### config.mk
export PLATFORM = sky130hd
export DESIGN_NAME = ternary_dot_fc_accumulate_core
export DESIGN_NICKNAME = d
export VERILOG_FILES = /design/src/rtl/core/tdfa_pkg.sv /design/src/rtl/core/tdfa_front.sv /design/src/rtl/core/tdfa_fifo.sv /design/src/rtl/core/tdfa_back.sv /design/src/rtl/core/ternary_dot_fc_accumulate_core.sv
export SDC_FILE = /design/constraint.sdc
export NUM_CORES = 2
export LEC_CHECK = 0
export BUFFER_PORTS_ARGS = -buffer_cell sky130_fd_sc_hd__clkbuf_2
export CAP_MARGIN = 20
export CELL_PAD_IN_SITES_DETAIL_PLACEMENT = 1
export CELL_PAD_IN_SITES_GLOBAL_PLACEMENT = 1
export CORE_AREA = 2 2 414 334
export CTS_BUF_LIST = sky130_fd_sc_hd__clkbuf_8
export CTS_CLUSTER_DIAMETER = 60
export DETAILED_ROUTE_END_ITERATION = 8
export DIE_AREA = 0 0 416 336
export PLACE_DENSITY = 0.71
export SYNTH_ARGS = -nofsm -noshare
export SYNTH_HDL_FRONTEND = slang
export SYNTH_HIERARCHICAL = 1
export SYNTH_SLANG_ARGS = --single-unit
### constraint.sdc
create_clock -name clk -period 16.6 [get_ports clk]
set_clock_uncertainty 0.05 [all_clocks]
set_input_delay 1.66 -clock clk [delete_from_list [all_inputs] [get_ports clk]]
set_output_delay 1.66 -clock clk [all_outputs]
set_load 0.03 [all_outputs]
### src/rtl/core/tdfa_pkg.sv
// tdfa_pkg: shared widths, constants and types of the ternary dot product core
// used by tdfa_front, tdfa_fifo, tdfa_back and ternary_dot_fc_accumulate_core
`timescale 1ns / 1ps
`default_nettype none

package tdfa_pkg;

	localparam int LANES          = 8;
	localparam int ACT_W          = 16;
	localparam int MASK_W         = LANES;
	localparam int BIAS_W         = 16;
	localparam int OUT_W          = 16;
	localparam int ALPHA_W        = 16;
	localparam int ALPHA_FRAC     = 12;
	// one extra bit so that eight subtracted -32768 lanes still fit
	localparam int DELTA_W        = ACT_W + $clog2(LANES) + 1;
	localparam int IN_DATA_W      = LANES * ACT_W + 2 * MASK_W + BIAS_W;
	localparam int PLUS_LSB       = LANES * ACT_W;
	localparam int MINUS_LSB      = PLUS_LSB + MASK_W;
	localparam int BIAS_LSB       = MINUS_LSB + MASK_W;
	localparam int ACC_WIDTH_DEF  = 32;
	localparam int FIFO_DEPTH_DEF = 4;

	localparam logic [ALPHA_W-1:0] ALPHA_RESET = 16'h1000;
	localparam int OUT_MAX     = 32767;
	localparam int OUT_MIN_MAG = 32768;

	typedef struct packed {
		logic signed [DELTA_W-1:0] delta;
		logic signed [BIAS_W-1:0]  bias;
		logic                      last;
	} tdfa_entry_t;

	typedef struct packed {
		logic full;
		logic empty;
		logic push;
		logic pop;
	} tdfa_fifo_status_t;

endpackage

`default_nettype wire

### src/rtl/core/tdfa_front.sv
// tdfa_front: input stage, resolves the ternary lane masks and sums the lanes
// depends on tdfa_pkg
`timescale 1ns / 1ps
`default_nettype none

module tdfa_front (
	input  wire logic                              clk,
	input  wire logic                              arst_n,
	input  wire logic                              in_valid,
	output logic                                   in_ready,
	input  wire logic [tdfa_pkg::IN_DATA_W-1:0]    in_data,
	input  wire logic                              in_last,
	output logic                                   out_valid,
	input  wire logic                              out_ready,
	output tdfa_pkg::tdfa_entry_t                  out_entry
);

	logic                                  vld_s1;
	tdfa_pkg::tdfa_entry_t                 ent_s1;
	logic signed [tdfa_pkg::DELTA_W-1:0]   delta;
	logic [tdfa_pkg::MASK_W-1:0]           plus_bits;
	logic [tdfa_pkg::MASK_W-1:0]           minus_bits;

	assign plus_bits  = in_data[tdfa_pkg::PLUS_LSB +: tdfa_pkg::MASK_W];
	assign minus_bits = in_data[tdfa_pkg::MINUS_LSB +: tdfa_pkg::MASK_W];

	// plus bit wins over minus bit
	always_comb begin
		logic signed [tdfa_pkg::DELTA_W-1:0] lane;
		delta = '0;
		for (int i = 0; i < tdfa_pkg::LANES; i++) begin
			lane = tdfa_pkg::DELTA_W'($signed(in_data[i*tdfa_pkg::ACT_W +: tdfa_pkg::ACT_W]));
			if (plus_bits[i]) begin
				delta = delta + lane;
			end else if (minus_bits[i]) begin
				delta = delta - lane;
			end
		end
	end

	assign in_ready = !vld_s1 || out_ready;

	always_ff @(posedge clk or negedge arst_n) begin
		if (!arst_n) begin
			vld_s1 <= 1'b0;
		end else if (in_ready) begin
			vld_s1 <= in_valid;
		end
	end

	always_ff @(posedge clk) begin
		if (in_ready && in_valid) begin
			ent_s1.delta <= delta;
			ent_s1.bias  <= $signed(in_data[tdfa_pkg::BIAS_LSB +: tdfa_pkg::BIAS_W]);
			ent_s1.last  <= in_last;
		end
	end

	assign out_valid = vld_s1;
	assign out_entry = ent_s1;

endmodule

`default_nettype wire

### src/rtl/core/tdfa_fifo.sv
// tdfa_fifo: short queue of lane sums between the front and back stages
// depends on tdfa_pkg
`timescale 1ns / 1ps
`default_nettype none

module tdfa_fifo #(
	parameter int DEPTH = tdfa_pkg::FIFO_DEPTH_DEF
) (
	input  wire logic                    clk,
	input  wire logic                    arst_n,
	input  wire logic                    push_valid,
	output logic                         push_ready,
	input  wire tdfa_pkg::tdfa_entry_t   push_entry,
	output logic                         pop_valid,
	input  wire logic                    pop_ready,
	output tdfa_pkg::tdfa_entry_t        pop_entry,
	output tdfa_pkg::tdfa_fifo_status_t  status
);

	localparam int PTR_W = (DEPTH > 1) ? $clog2(DEPTH) : 1;
	localparam int CNT_W = $clog2(DEPTH + 1);

	tdfa_pkg::tdfa_entry_t  mem_q [DEPTH];
	logic [PTR_W-1:0]       wr_ptr_q;
	logic [PTR_W-1:0]       rd_ptr_q;
	logic [CNT_W-1:0]       count_q;
	logic                   full;
	logic                   empty;
	logic                   push;
	logic                   pop;

	assign full       = (count_q == CNT_W'(DEPTH));
	assign empty      = (count_q == '0);
	assign push_ready = !full;
	assign pop_valid  = !empty;
	assign push       = push_valid && !full;
	assign pop        = pop_ready && !empty;
	assign pop_entry  = mem_q[rd_ptr_q];

	always_ff @(posedge clk or negedge arst_n) begin
		if (!arst_n) begin
			wr_ptr_q <= '0;
			rd_ptr_q <= '0;
			count_q  <= '0;
		end else begin
			if (push) begin
				wr_ptr_q <= (wr_ptr_q == PTR_W'(DEPTH - 1)) ? '0 : wr_ptr_q + 1'b1;
			end
			if (pop) begin
				rd_ptr_q <= (rd_ptr_q == PTR_W'(DEPTH - 1)) ? '0 : rd_ptr_q + 1'b1;
			end
			if (push && !pop) begin
				count_q <= count_q + 1'b1;
			end else if (pop && !push) begin
				count_q <= count_q - 1'b1;
			end
		end
	end

	always_ff @(posedge clk) begin
		if (push) begin
			mem_q[wr_ptr_q] <= push_entry;
		end
	end

	assign status = '{full: full, empty: empty, push: push, pop: pop};

endmodule

`default_nettype wire

### src/rtl/core/tdfa_back.sv
// tdfa_back: accumulator, alpha scaling, bias add, rounding and saturation
// depends on tdfa_pkg
`timescale 1ns / 1ps
`default_nettype none

module tdfa_back #(
	parameter int ACC_WIDTH = tdfa_pkg::ACC_WIDTH_DEF
) (
	input  wire logic                          clk,
	input  wire logic                          arst_n,
	input  wire logic [tdfa_pkg::ALPHA_W-1:0]  alpha_scale,
	input  wire logic                          in_valid,
	output logic                               in_ready,
	input  wire tdfa_pkg::tdfa_entry_t         in_entry,
	output logic                               out_valid,
	input  wire logic                          out_ready,
	output logic [tdfa_pkg::OUT_W-1:0]         out_data
);

	localparam int PROD_W = ACC_WIDTH + tdfa_pkg::ALPHA_W + 1;
	localparam int SUM_W  = PROD_W + 1;
	localparam int Q_W    = SUM_W + 1 - tdfa_pkg::ALPHA_FRAC;
	localparam int RND    = 1 << (tdfa_pkg::ALPHA_FRAC - 1);

	logic signed [ACC_WIDTH-1:0]        acc_q;
	logic signed [ACC_WIDTH-1:0]        acc_next;
	logic                               vld_s1;
	logic signed [ACC_WIDTH-1:0]        acc_s1;
	logic signed [tdfa_pkg::BIAS_W-1:0] bias_s1;
	logic                               vld_s2;
	logic signed [PROD_W-1:0]           prod_s2;
	logic signed [tdfa_pkg::BIAS_W-1:0] bias_s2;
	logic                               vld_s3;
	logic signed [SUM_W-1:0]            sum_s3;
	logic                               out_vld_q;
	logic [tdfa_pkg::OUT_W-1:0]         out_q;
	logic                               rdy_s1;
	logic                               rdy_s2;
	logic                               rdy_s3;
	logic                               rdy_out;
	logic                               take;
	logic signed [SUM_W-1:0]            bias_ext;
	logic                               neg;
	logic [SUM_W:0]                     rnd;
	logic [Q_W-1:0]                     q;
	logic [tdfa_pkg::OUT_W-1:0]         sat;

	assign rdy_out  = !out_vld_q || out_ready;
	assign rdy_s3   = !vld_s3 || rdy_out;
	assign rdy_s2   = !vld_s2 || rdy_s3;
	assign rdy_s1   = !vld_s1 || rdy_s2;
	assign in_ready = !in_entry.last || rdy_s1;
	assign take     = in_valid && in_ready;
	assign acc_next = acc_q + ACC_WIDTH'(in_entry.delta);

	assign bias_ext = {{(SUM_W - tdfa_pkg::BIAS_W - tdfa_pkg::ALPHA_FRAC){bias_s2[tdfa_pkg::BIAS_W-1]}},
		bias_s2, {tdfa_pkg::ALPHA_FRAC{1'b0}}};

	// half away from zero: magnitude of a negative sum is ~sum + 1
	always_comb begin
		neg = sum_s3[SUM_W-1];
		if (neg) begin
			rnd = {1'b0, ~sum_s3} + (SUM_W + 1)'(RND + 1);
		end else begin
			rnd = {1'b0, sum_s3} + (SUM_W + 1)'(RND);
		end
		q = rnd[SUM_W:tdfa_pkg::ALPHA_FRAC];
		if (neg) begin
			if (q > Q_W'(tdfa_pkg::OUT_MIN_MAG)) begin
				sat = tdfa_pkg::OUT_W'(tdfa_pkg::OUT_MIN_MAG);
			end else begin
				sat = tdfa_pkg::OUT_W'(~q + 1'b1);
			end
		end else begin
			if (q > Q_W'(tdfa_pkg::OUT_MAX)) begin
				sat = tdfa_pkg::OUT_W'(tdfa_pkg::OUT_MAX);
			end else begin
				sat = q[tdfa_pkg::OUT_W-1:0];
			end
		end
	end

	always_ff @(posedge clk or negedge arst_n) begin
		if (!arst_n) begin
			acc_q     <= '0;
			vld_s1    <= 1'b0;
			vld_s2    <= 1'b0;
			vld_s3    <= 1'b0;
			out_vld_q <= 1'b0;
		end else begin
			if (take) begin
				acc_q <= in_entry.last ? '0 : acc_next;
			end
			if (rdy_s1) begin
				vld_s1 <= take && in_entry.last;
			end
			if (rdy_s2) begin
				vld_s2 <= vld_s1;
			end
			if (rdy_s3) begin
				vld_s3 <= vld_s2;
			end
			if (rdy_out) begin
				out_vld_q <= vld_s3;
			end
		end
	end

	always_ff @(posedge clk) begin
		if (rdy_s1 && take && in_entry.last) begin
			acc_s1  <= acc_next;
			bias_s1 <= in_entry.bias;
		end
		if (rdy_s2 && vld_s1) begin
			prod_s2 <= PROD_W'(acc_s1) * $signed({1'b0, alpha_scale});
			bias_s2 <= bias_s1;
		end
		if (rdy_s3 && vld_s2) begin
			sum_s3 <= SUM_W'(prod_s2) + bias_ext;
		end
		if (rdy_out && vld_s3) begin
			out_q <= sat;
		end
	end

	assign out_valid = out_vld_q;
	assign out_data  = out_q;

endmodule

`default_nettype wire

### src/rtl/core/ternary_dot_fc_accumulate_core.sv
// ternary_dot_fc_accumulate_core: top level of the ternary weight dot product neuron
// depends on tdfa_pkg, tdfa_front, tdfa_fifo, tdfa_back
//
//  channel   direction  handshake               payload
//  s_axis    in         tvalid/tready           tdata (lanes, masks, bias), tlast
//  m_axis    out        tvalid/tready           tdata (neuron_out)
//  cfg       in         cfg_valid/cfg_ready     cfg_data (alpha_scale)
//
// one request per cycle while the output is not stalled: lane sum in the front register, accumulate on fifo pop
// after its last request is taken, a result passes the queue, accumulate, multiply, bias add
// and round/saturate registers, the multiplier stage sets the clock
// reset clears the accumulator, queue and valids; alpha resets to 1.0
// a stalled output backs up the result pipe, then the queue, then s_axis_tready
`timescale 1ns / 1ps
`default_nettype none

module ternary_dot_fc_accumulate_core #(
	parameter int ACC_WIDTH  = tdfa_pkg::ACC_WIDTH_DEF,
	parameter int FIFO_DEPTH = tdfa_pkg::FIFO_DEPTH_DEF
) (
	input  wire logic                              clk,
	input  wire logic                              arst_n,
	input  wire logic                              s_axis_tvalid,
	output logic                                   s_axis_tready,
	// act_0..act_7 [127:0], plus_bits [135:128], minus_bits [143:136], bias_value [159:144]
	input  wire logic [tdfa_pkg::IN_DATA_W-1:0]    s_axis_tdata,
	input  wire logic                              s_axis_tlast,
	output logic                                   m_axis_tvalid,
	input  wire logic                              m_axis_tready,
	// neuron_out [15:0]
	output logic [tdfa_pkg::OUT_W-1:0]             m_axis_tdata,
	input  wire logic                              cfg_valid,
	output logic                                   cfg_ready,
	input  wire logic [tdfa_pkg::ALPHA_W-1:0]      cfg_data
);

	logic [tdfa_pkg::ALPHA_W-1:0]  alpha_q;
	logic                          fr_valid;
	logic                          fr_ready;
	tdfa_pkg::tdfa_entry_t         fr_entry;
	logic                          bk_valid;
	logic                          bk_ready;
	tdfa_pkg::tdfa_entry_t         bk_entry;
	tdfa_pkg::tdfa_fifo_status_t   fifo_st;

	assign cfg_ready = 1'b1;

	always_ff @(posedge clk or negedge arst_n) begin
		if (!arst_n) begin
			alpha_q <= tdfa_pkg::ALPHA_RESET;
		end else if (cfg_valid && cfg_ready) begin
			alpha_q <= cfg_data;
		end
	end

	tdfa_front u_front (
		.clk       (clk),
		.arst_n    (arst_n),
		.in_valid  (s_axis_tvalid),
		.in_ready  (s_axis_tready),
		.in_data   (s_axis_tdata),
		.in_last   (s_axis_tlast),
		.out_valid (fr_valid),
		.out_ready (fr_ready),
		.out_entry (fr_entry)
	);

	tdfa_fifo #(
		.DEPTH (FIFO_DEPTH)
	) u_fifo (
		.clk        (clk),
		.arst_n     (arst_n),
		.push_valid (fr_valid),
		.push_ready (fr_ready),
		.push_entry (fr_entry),
		.pop_valid  (bk_valid),
		.pop_ready  (bk_ready),
		.pop_entry  (bk_entry),
		.status     (fifo_st)
	);

	tdfa_back #(
		.ACC_WIDTH (ACC_WIDTH)
	) u_back (
		.clk         (clk),
		.arst_n      (arst_n),
		.alpha_scale (alpha_q),
		.in_valid    (bk_valid),
		.in_ready    (bk_ready),
		.in_entry    (bk_entry),
		.out_valid   (m_axis_tvalid),
		.out_ready   (m_axis_tready),
		.out_data    (m_axis_tdata)
	);

	a_fifo_flags: assert property (@(posedge clk) disable iff (!arst_n)
		!(fifo_st.full && fifo_st.empty))
		else $error("queue full and empty at once");

	a_empty_ready: assert property (@(posedge clk) disable iff (!arst_n)
		fifo_st.empty |-> s_axis_tready)
		else $error("input stalled with an empty queue");

	a_push_fills: assert property (@(posedge clk) disable iff (!arst_n)
		fifo_st.push && !fifo_st.pop |=> !fifo_st.empty)
		else $error("queue empty after a push");

	a_push_flow: assert property (@(posedge clk) disable iff (!arst_n)
		fr_valid && !fifo_st.full |-> fifo_st.push)
		else $error("front request not pushed while queue has room");

endmodule

`default_nettype wire
==> impl_metrics.csv <==
group,metric,value,unit
finish,fillCellCount,15700,
routing,detail_route.wl_per_cell,21.2,µm
clock_network,path_clk_slew,0.06,ns
clock_network,cts_tree,"done",
grt,grt_pass1_vias,46700,
clock_network,clockRootBuffer,"clkbuf_8",
die,core_area,135000,µm²
clock_network,h-tree-depth,3,
place,dp_hpwl,130000,µm
worst_setup_path,cp.arrival,16.02,ns
timing,max_freq,63.8,MHz
run,maxCapViolCount,0,
clock_network,clk_latency,0.68,ns
routing,ant_nets,0,
routing,vias,43600,
clock_network,clock_path_buffers,3,
routing,dr.pass1.iters,5,
worst_setup_path,crit_path_end_kind,"register",
worst_setup_path,path_class,"primary input to register",
synth,ys_warn_count,6,
finish,syn2layout_area_growth,7.83,%
finish,layout-drive-gt1-share,0.0895,
routing,drt_iter0_markers,2687,
worst_setup_path,cp_max_fo,9,
grt,grt_overflow_total,0,
clock_network,cts_buffers,75,
worst_setup_path,slowest_delay,0.61,ns
status,status,"finished clean",
finish,seq_area,12400,µm²
synth,syn_nets,6986,
die,io_pins,201,
timing,tns,0,ns
timing,hold_violations,0,
die,dieArea,140000,µm²
min_path,hold_path.class,"register to register",
routing,drcViolationCount,0,
place,io_buffers,199,
grt,track_usage,0.235,
worst_setup_path,regToRegSetupSlack,8.23,ns
timing,rsz0062_at_grt,"false",
die,start_util,0.398,
timing,period_needed,15.66,ns
worst_setup_path,start_kind,"primary input",
finish,nets,7073,
worst_setup_path,cp.required,16.95,ns
routing,wirelength,164000,µm
routing,avgViaCountPerCell,5.60,
synth,syn_area,53900,µm²
grt,antenna_found_initial,12,
clock_network,cts_sinks,424,
grt,grt_pass1_wl,264000,µm
synth,syn_area_per_cell,9.23,µm²
worst_setup_path,critPathSlowestCell,"a2111oi_1",
die,fp.dieW,416,µm
timing,finalCritPeriodShare,0.944,
worst_setup_path,cp_common_cell,"ha_1",
timing,slew_violations,0,
clock_network,holdBufCountCts,0,
synth,synth_cells,5839,
place,place_congestion,0.915,
finish,multi_input_area,37100,µm²
timing,worstMarginPinSlew,1.10,ns
die,num_rows,121,
timing,setup_viol,0,
grt,grt_max_degree,71,
timing,slew_headroom,0.259,
die,die_y,336,µm
-- worst max-delay path, delay by kind of cell --
family          cells  cell delay (ns)
compound gates     25             6.63
mux                 2             0.65
fa+ha+maj           8             3.04
simple gates       16             2.92
buf+inv             5             0.55
xor+xnor            3             0.55
-- path summary, 6_finish.rpt --
path	from	end	cells past startpoint
worst max-delay path	s_axis_tdata[1]	u_front/out_entry[36]	59
worst max register to register	alpha_q[12]	u_back/prod_s2[45]	19
worst min-delay path	u_back/prod_s2[3]	u_back/sum_s3[3]	0
min in group asynchronous	arst_n	u_back/out_valid	1
max in group asynchronous	arst_n	alpha_q[9]	1
worst min register to register	u_back/prod_s2[3]	u_back/sum_s3[3]	0
-- cell type report --
class	instances	share of cell area
repair buffers	244	0.0236
clock buffers	76	0.0180
flip-flops and latches	424	0.214
multi-input cells	4279	0.638
clock inverters	62	0.00917
well taps	1783	0.0384
inverters	902	0.0583
diodes	6	0.000258
-- cells in the final DEF, fill, tap and decap left out, types with 36 or more instances in the layout --
cell type	instances
nor3_1	105
nand2_1	509
o211ai_1	41
nand2b_1	72
clkbuf_8	76
buf_4	44
ha_1	459
o21ai_0	187
mux4_2	37
and2_1	262
o21bai_1	64
a211oi_1	51
nand4_1	36
nand3_1	62
nor2b_1	60
or3_1	38
xnor2_1	194
edfxtp_1	364
nor2_1	309
a31oi_1	62
a21oi_1	321
xor2_1	56
dfrtp_1	55
clkbuf_2	198
fa_1	506
inv_1	917
o21a_1	52
a21o_1	97
-- what timing repair did --
| item | 4_1_cts | 5_1_grt |
|---|---|---|
| resized for setup | 0 | 3 |
| buffers inserted | 0 | 0 |
| endpoints found under the setup margin | 0 | 1 |
-- sequential cells by signal (all words and copies together) (netlist names), 2 cells and up --
signal / flops
u_fifo/wr_ptr_q: 2
u_front/out_entry: 37
alpha_q: 16
u_back/bias_s2: 16
u_back/prod_s2: 49
u_back/acc_q: 32
u_fifo/rd_ptr_q: 2
u_fifo/count_q: 3
u_fifo/mem_q: 148
u_back/out_data: 16
u_back/acc_s1: 32
u_back/bias_s1: 16
u_back/sum_s3: 50
-- metal layers --
metal  up-vias  GRT usage  wire [µm]
met5         -          0         26
met4         4     0.0437       2630
met3       138     0.0211       6590
met2       900      0.396      77700
met1     22300      0.333      77500
li1      20200          -          -
-- metrics by stage --
stage                      util  hold slack, ns  cells  setup WS, ns  cell area (µm²)
final                     0.429           0.360   7776         0.935            58100
after global routing      0.429           0.377   7776        0.0144            58100
after CTS                 0.428           0.364   7768         0.992            58000
after detailed placement  0.417           0.356   7630         0.383            56400
after global placement    0.417           0.352   7630         0.908            56400
after floorplan               -           0.350   5839          2.92            53900
Power is left out: the tool's default activity adds up to more than one toggle a clock period on the data nets, which glitch-free logic cannot reach.
